[config.mk]
export PLATFORM = sky130hd
export DESIGN_NAME = abv_prep
export DESIGN_NICKNAME = d
export VERILOG_FILES = /design/src/design/assert_macros.svh /design/src/design/abv_pkg.sv /design/src/design/abv_prep.sv
export SDC_FILE = /design/constraint.sdc
export NUM_CORES = 1
export LEC_CHECK = 0
export ABC_AREA = 1
export BUFFER_PORTS_ARGS = -buffer_cell sky130_fd_sc_hd__buf_2
export CAP_MARGIN = 20
export CORE_MARGIN = 2
export CORE_UTILIZATION = 48
export CTS_CLUSTER_DIAMETER = 100
export DETAILED_ROUTE_END_ITERATION = 6
export HOLD_SLACK_MARGIN = 0.12
export PLACE_DENSITY = 0.79
export SKIP_CTS_REPAIR_TIMING = 1
export SYNTH_ARGS = -nofsm -noshare
export SYNTH_HDL_FRONTEND = slang
export SYNTH_SLANG_ARGS = --single-unit
[constraint.sdc]
create_clock -name i_clk -period 6.1 [get_ports i_clk]
set_clock_uncertainty 0.1 [all_clocks]
set_input_delay 1.22 -clock i_clk [delete_from_list [all_inputs] [get_ports i_clk]]
set_output_delay 1.22 -clock i_clk [all_outputs]
set_load 0.01 [all_outputs]
[src/design/assert_macros.svh]
// assertion macros used by the angle core top level
// expects i_clk and i_rst_n in the scope of every use
`ifndef ASSERT_MACROS_SVH
`define ASSERT_MACROS_SVH
`ifndef NO_ASSERTIONS
// expression must hold at every clock edge outside reset
`define ABV_ASSERT(label, expr) \
    label: assert property (@(posedge i_clk) disable iff (!i_rst_n) (expr)) \
        else $error("assertion failed");
// antecedent implies consequent in the same cycle
`define ABV_ASSERT_IMPL(label, ante, cons) \
    label: assert property (@(posedge i_clk) disable iff (!i_rst_n) (ante) |-> (cons)) \
        else $error("assertion failed");
`else
`define ABV_ASSERT(label, expr)
`define ABV_ASSERT_IMPL(label, ante, cons)
`endif
`endif

[src/design/abv_pkg.sv]
// package for the angle core: widths, cordic angle table, pipeline data types
// no dependencies
package abv_pkg;

    localparam int COORD_WIDTH   = 16;
    localparam int ANGLE_BITS    = 16;
    localparam int CORDIC_STAGES = 16;

    localparam int TABLE_LEN  = 24;
    localparam int CELL_COUNT = (CORDIC_STAGES > TABLE_LEN) ? TABLE_LEN : CORDIC_STAGES;
    localparam int SHIFT_W    = $clog2(CELL_COUNT);
    localparam int TURN_W     = 32;
    // difference bits, guard bits and headroom for the cordic gain
    localparam int VEC_W      = COORD_WIDTH + 1 + CORDIC_STAGES + 3;

    localparam logic [TURN_W-1:0] HALF_TURN = {1'b1, {(TURN_W-1){1'b0}}};

    // atan(2^-i) as a fraction of a full turn
    localparam logic [TURN_W-1:0] ATAN_TURNS [TABLE_LEN] = '{
        32'h20000000, 32'h12E4051D, 32'h09FB385B, 32'h051111D4,
        32'h028B0D43, 32'h0145D7E1, 32'h00A2F61E, 32'h00517C55,
        32'h0028BE53, 32'h00145F2E, 32'h000A2F98, 32'h000517CC,
        32'h00028BE6, 32'h000145F3, 32'h0000A2F9, 32'h0000517C,
        32'h000028BE, 32'h0000145F, 32'h00000A2F, 32'h00000517,
        32'h0000028B, 32'h00000145, 32'h000000A2, 32'h00000051
    };

    typedef struct packed {
        logic                     zero;
        logic [TURN_W-1:0]        z;
        logic signed [VEC_W-1:0]  u;
        logic signed [VEC_W-1:0]  v;
    } t_vec;

    typedef struct packed {
        t_vec a;
        t_vec b;
    } t_pair;

endpackage

[src/design/abv_prep.sv]
// input stage: shifts both points to the origin and sets up the cordic start values
// depends on abv_pkg
module abv_prep import abv_pkg::*; (
    input  logic                           i_clk,
    input  logic                           i_rst_n,
    input  logic                           i_valid,
    output logic                           o_ready,
    input  logic signed [COORD_WIDTH-1:0]  i_origin_x,
    input  logic signed [COORD_WIDTH-1:0]  i_origin_y,
    input  logic signed [COORD_WIDTH-1:0]  i_first_x,
    input  logic signed [COORD_WIDTH-1:0]  i_first_y,
    input  logic signed [COORD_WIDTH-1:0]  i_second_x,
    input  logic signed [COORD_WIDTH-1:0]  i_second_y,
    output logic                           o_valid,
    input  logic                           i_ready,
    output t_pair                          o_data
);

    function automatic t_vec start_vec(logic signed [COORD_WIDTH:0] dx,
                                       logic signed [COORD_WIDTH:0] dy);
        t_vec                    r;
        logic signed [VEC_W-1:0] x_w;
        logic signed [VEC_W-1:0] y_w;
        x_w    = {{(VEC_W-COORD_WIDTH-1){dx[COORD_WIDTH]}}, dx};
        y_w    = {{(VEC_W-COORD_WIDTH-1){dy[COORD_WIDTH]}}, dy};
        r.zero = (dx == '0) && (dy == '0);
        r.u    = y_w <<< CORDIC_STAGES;
        r.v    = x_w <<< CORDIC_STAGES;
        r.z    = '0;
        // lower half plane: flip the vector and start at a half turn
        if (dy[COORD_WIDTH]) begin
            r.u = -(y_w <<< CORDIC_STAGES);
            r.v = -(x_w <<< CORDIC_STAGES);
            r.z = HALF_TURN;
        end
        return r;
    endfunction

    logic signed [COORD_WIDTH:0] ax, ay, bx, by;
    logic                        r_valid;
    t_pair                       r_data;
    t_pair                       n_data;

    always_comb begin
        ax       = {i_first_x[COORD_WIDTH-1], i_first_x} - {i_origin_x[COORD_WIDTH-1], i_origin_x};
        ay       = {i_first_y[COORD_WIDTH-1], i_first_y} - {i_origin_y[COORD_WIDTH-1], i_origin_y};
        bx       = {i_second_x[COORD_WIDTH-1], i_second_x}
                   - {i_origin_x[COORD_WIDTH-1], i_origin_x};
        by       = {i_second_y[COORD_WIDTH-1], i_second_y}
                   - {i_origin_y[COORD_WIDTH-1], i_origin_y};
        n_data.a = start_vec(ax, ay);
        n_data.b = start_vec(bx, by);
    end

    assign o_ready = !r_valid || i_ready;
    assign o_valid = r_valid;
    assign o_data  = r_data;

    always_ff @(posedge i_clk) begin
        if (!i_rst_n) begin
            r_valid <= 1'b0;
        end else if (o_ready) begin
            r_valid <= i_valid;
        end
    end

    always_ff @(posedge i_clk) begin
        if (o_ready && i_valid) begin
            r_data <= n_data;
        end
    end

endmodule

==> flow_metrics.py <==
metrics = {
    "clock_tree": {
        "worstSkewPairLatency_ns": 0.33,
        "clockBufferDepth": 2,
        "cts_buffers": 9,
        "root_buffer": "clkbuf_16",
        "cts_tree": "done",
        "clk_pin_slew_ns": 0.06,
        "cts_sinks": 85,
        "h-tree-depth": 3,
    },
    "route": {
        "wl_met2_um": 10600,
        "dr_total_vias": 9144,
        "drt_iter0_drc": 610,
        "remaining_drc_errors": 0,
        "drtAntennaViolNets": 0,
        "drt-total-wl_um": 23200,
        "routedWlPerCell_um": 12.0,
        "first_pass_iters": 5,
        "top_layer_used": "met4",
        "wl_met3_um": 1510,
        "wl_met1_um": 10400,
        "vias_per_cell": 4.75,
    },
    "final_layout": {
        "syn_to_final_growth_pct": 11.1,
        "finalNetCount": 1825,
        "drive_gt1_share_pct": 16.3,
        "diodes": 0,
        "final_area_mm2": 0.0108,
    },
    "sta": {
        "maxSlewViolCount": 0,
        "fin_crit_sh_pct": 64.1,
        "worstMarginPinSlew_ns": 0.938,
        "max-slew-margin-rel_pct": 37.3,
        "fin_setup_tns_ns": 0,
        "hold_viol_final": 0,
        "rsz0062_at_grt": "no",
        "min_period_ns": 3.91,
        "setup_violations": 0,
        "fmax_mhz": 256,
    },
    "hold_path": {
        "worstHoldPathCells": 2,
        "hold_path_startpoint": "o_valid",
        "hold_path_end": "o_valid",
        "hold_path.class": "reg2reg",
    },
    "place": {
        "dp_hpwl_um": 19400,
        "gp_congestion": 0.909,
        "dpl_cell_area_mm2": 0.0105,
        "io_buffers": 185,
    },
    "critical_path": {
        "path_common_cell": "nand2_1",
        "critPathKind": "in2reg",
        "path_cells": "buf_2 -> ha_1 -> fa_1 -> inv_1 -> nand3_1 -> nand2_1 -> nand2_1 -> nand2_2 -> nand3_2 -> nand2_1 -> nand2_1 -> nand2_1 -> o21ai_0 -> xor2_1",
        "slowest_delay_ns": 0.68,
        "cp_max_fo": 29,
        "arrival_ns": 3.90,
        "rr_endpoint": "o_data[131]",
        "required_ns": 6.08,
        "r2r_cells": 3,
        "r2r_start": "o_valid",
        "start_kind": "input pin",
        "rrSetupSlack_ns": 4.53,
        "slowest_stage": "nand2_1",
        "critical_path.endpoint_type": "flop",
    },
    "flow_run": {
        "maxCapViolCount": 0,
    },
    "floorplan": {
        "die_h_um": 147,
        "fp-row-count": 52,
        "ioPinCount": 312,
        "core-area_mm2": 0.0201,
        "die_w_um": 147,
        "start_util_pct": 48.6,
        "dieArea_mm2": 0.0215,
    },
    "synth": {
        "syn_area_mm2": 0.00977,
        "synth_warnings": 0,
        "synth_top_area_cell": "edfxtp_1",
        "yosysMostFrequentCell": "nand2_1",
        "syn_avg_cell_area_um2": 6.70,
        "synth-edff-count": 84,
        "netlist_top_cells_area": "edfxtp_1 26%, nand2_1 18%, buf_4 10%",
        "ys_async_sr_fraction_pct": 0,
        "seq_area_frac_synth_pct": 26.0,
        "ys_ff_latch": 85,
        "syn_inst": 1458,
        "synthFlopType": "edfxtp_1",
        "synthTopCellsByCount": "467 x nand2_1, 254 x inv_1, 130 x buf_4, 107 x nand3_1, 102 x nor2_1",
        "synth_top_area_share_pct": 25.8,
        "synth_cell_type_count": 36,
    },
    "pwr": {
        "p_leak_nw": 6.18,
        "power-per-cell-area_mw_per_mm2": 223,
        "ir_drop_uv": 102,
    },
    "global_routing": {
        "antenna_found_initial": 0,
        "grt_pass1_wl_um": 37100,
        "grt_overflow": 0,
        "grt_pass1_vias": 8108,
        "grt_use_total_pct": 21.3,
        "grt_start_max_net_pins": 85,
    },
    "status": {
        "status": "completed",
    },
}
worst max path at each step:
stage,cells past startpoint,from,endpoint,slack (ns)
floorplan,2,i_valid,o_data[103],0.13
global route,14,i_origin_y[0],o_data[129],1.86
detailed placement,14,i_origin_y[0],o_data[129],1.85
global placement,14,i_origin_y[0],o_data[129],1.91
CTS,14,i_origin_y[0],o_data[129],2.20
finish,14,i_origin_y[0],o_data[129],2.19
worst max-delay path: cells and delay by family:
kind / cells / cell delay, ns
xor+xnor: 1 / 0.21
buf+inv: 2 / 0.23
simple gates: 8 / 1.32
fa+ha+maj: 2 / 0.64
compound gates: 1 / 0.26
per-stage QoR:
| step | std cells | util, % | total power (W) | setup slack (ns) | hold slack (ns) |
|---|---|---|---|---|---|
| 6_report | 1926 | 54.0 | 0.00242 | 2.19 | 0.489 |
| 5_1_grt | 1926 | 54.0 | 0.00260 | 1.86 | 0.512 |
| 4_1_cts | 1925 | 53.8 | 0.00243 | 2.20 | 0.495 |
| 3_5_place_dp | 1909 | 52.3 | 0.00184 | 1.85 | 0.491 |
| 3_3_place_gp | 1909 | 52.3 | 0.00181 | 1.91 | 0.435 |
| 2_1_floorplan | 1589 | - | 0.00163 | 0.126 | 0.495 |
sequential cells by signal, indices dropped and copies added (netlist names):
name	count
o_valid	1
o_data	84
placed cells by master, fill, tap and decap left out, drive strengths merged, types with 2 or more instances in the layout:
cell type / instances
buf: 187
conb: 132
fa: 4
nand2: 489
a21boi: 2
ha: 70
inv: 260
nand3b: 14
a211oi: 3
nor3: 9
nor2: 122
nand3: 114
a21oi: 44
bufinv: 2
clkinv: 4
xor2: 31
clkbuf: 10
edfxtp: 84
xnor2: 22
nand4: 29
o21bai: 3
o21ai: 11
and2: 6
routing by layer:
layer / vias to the layer above / track usage [%]
met4: 0 / 8.01
met3: 38 / 2.69
met1: 4065 / 28.1
met2: 339 / 35.6
li1: 4702 / -
met5: - / 0
cell type report:
type,count,area [um^2]
clock inverter,6,87.6
fill,2004,9260
tap,270,338
clock buffer,10,229
sequential,85,2540
timing repair buffer,187,961
inverter,260,976
multi-input combinational,1108,5720
report_power, final:
part	leakage [nW]	total [W]	switching, W	internal (W)
clock	0.156	0.000586	0.000227	0.000359
combinational	5.20	0.00102	0.000668	0.000355
sequential	0.822	0.000810	0.0000272	0.000783
kinds of logic after synthesis:
kind of cell | synth area share [%]
and+or+nand+nor | 34.9
buffers and inverters | 20.6
DFF | 26.0
adders and majority gates | 9.79
AOI/OAI and AO/OA | 3.89
xor gates and xnor gates | 4.75
other | 0.0384
Power figures use the tool's default switching activity.
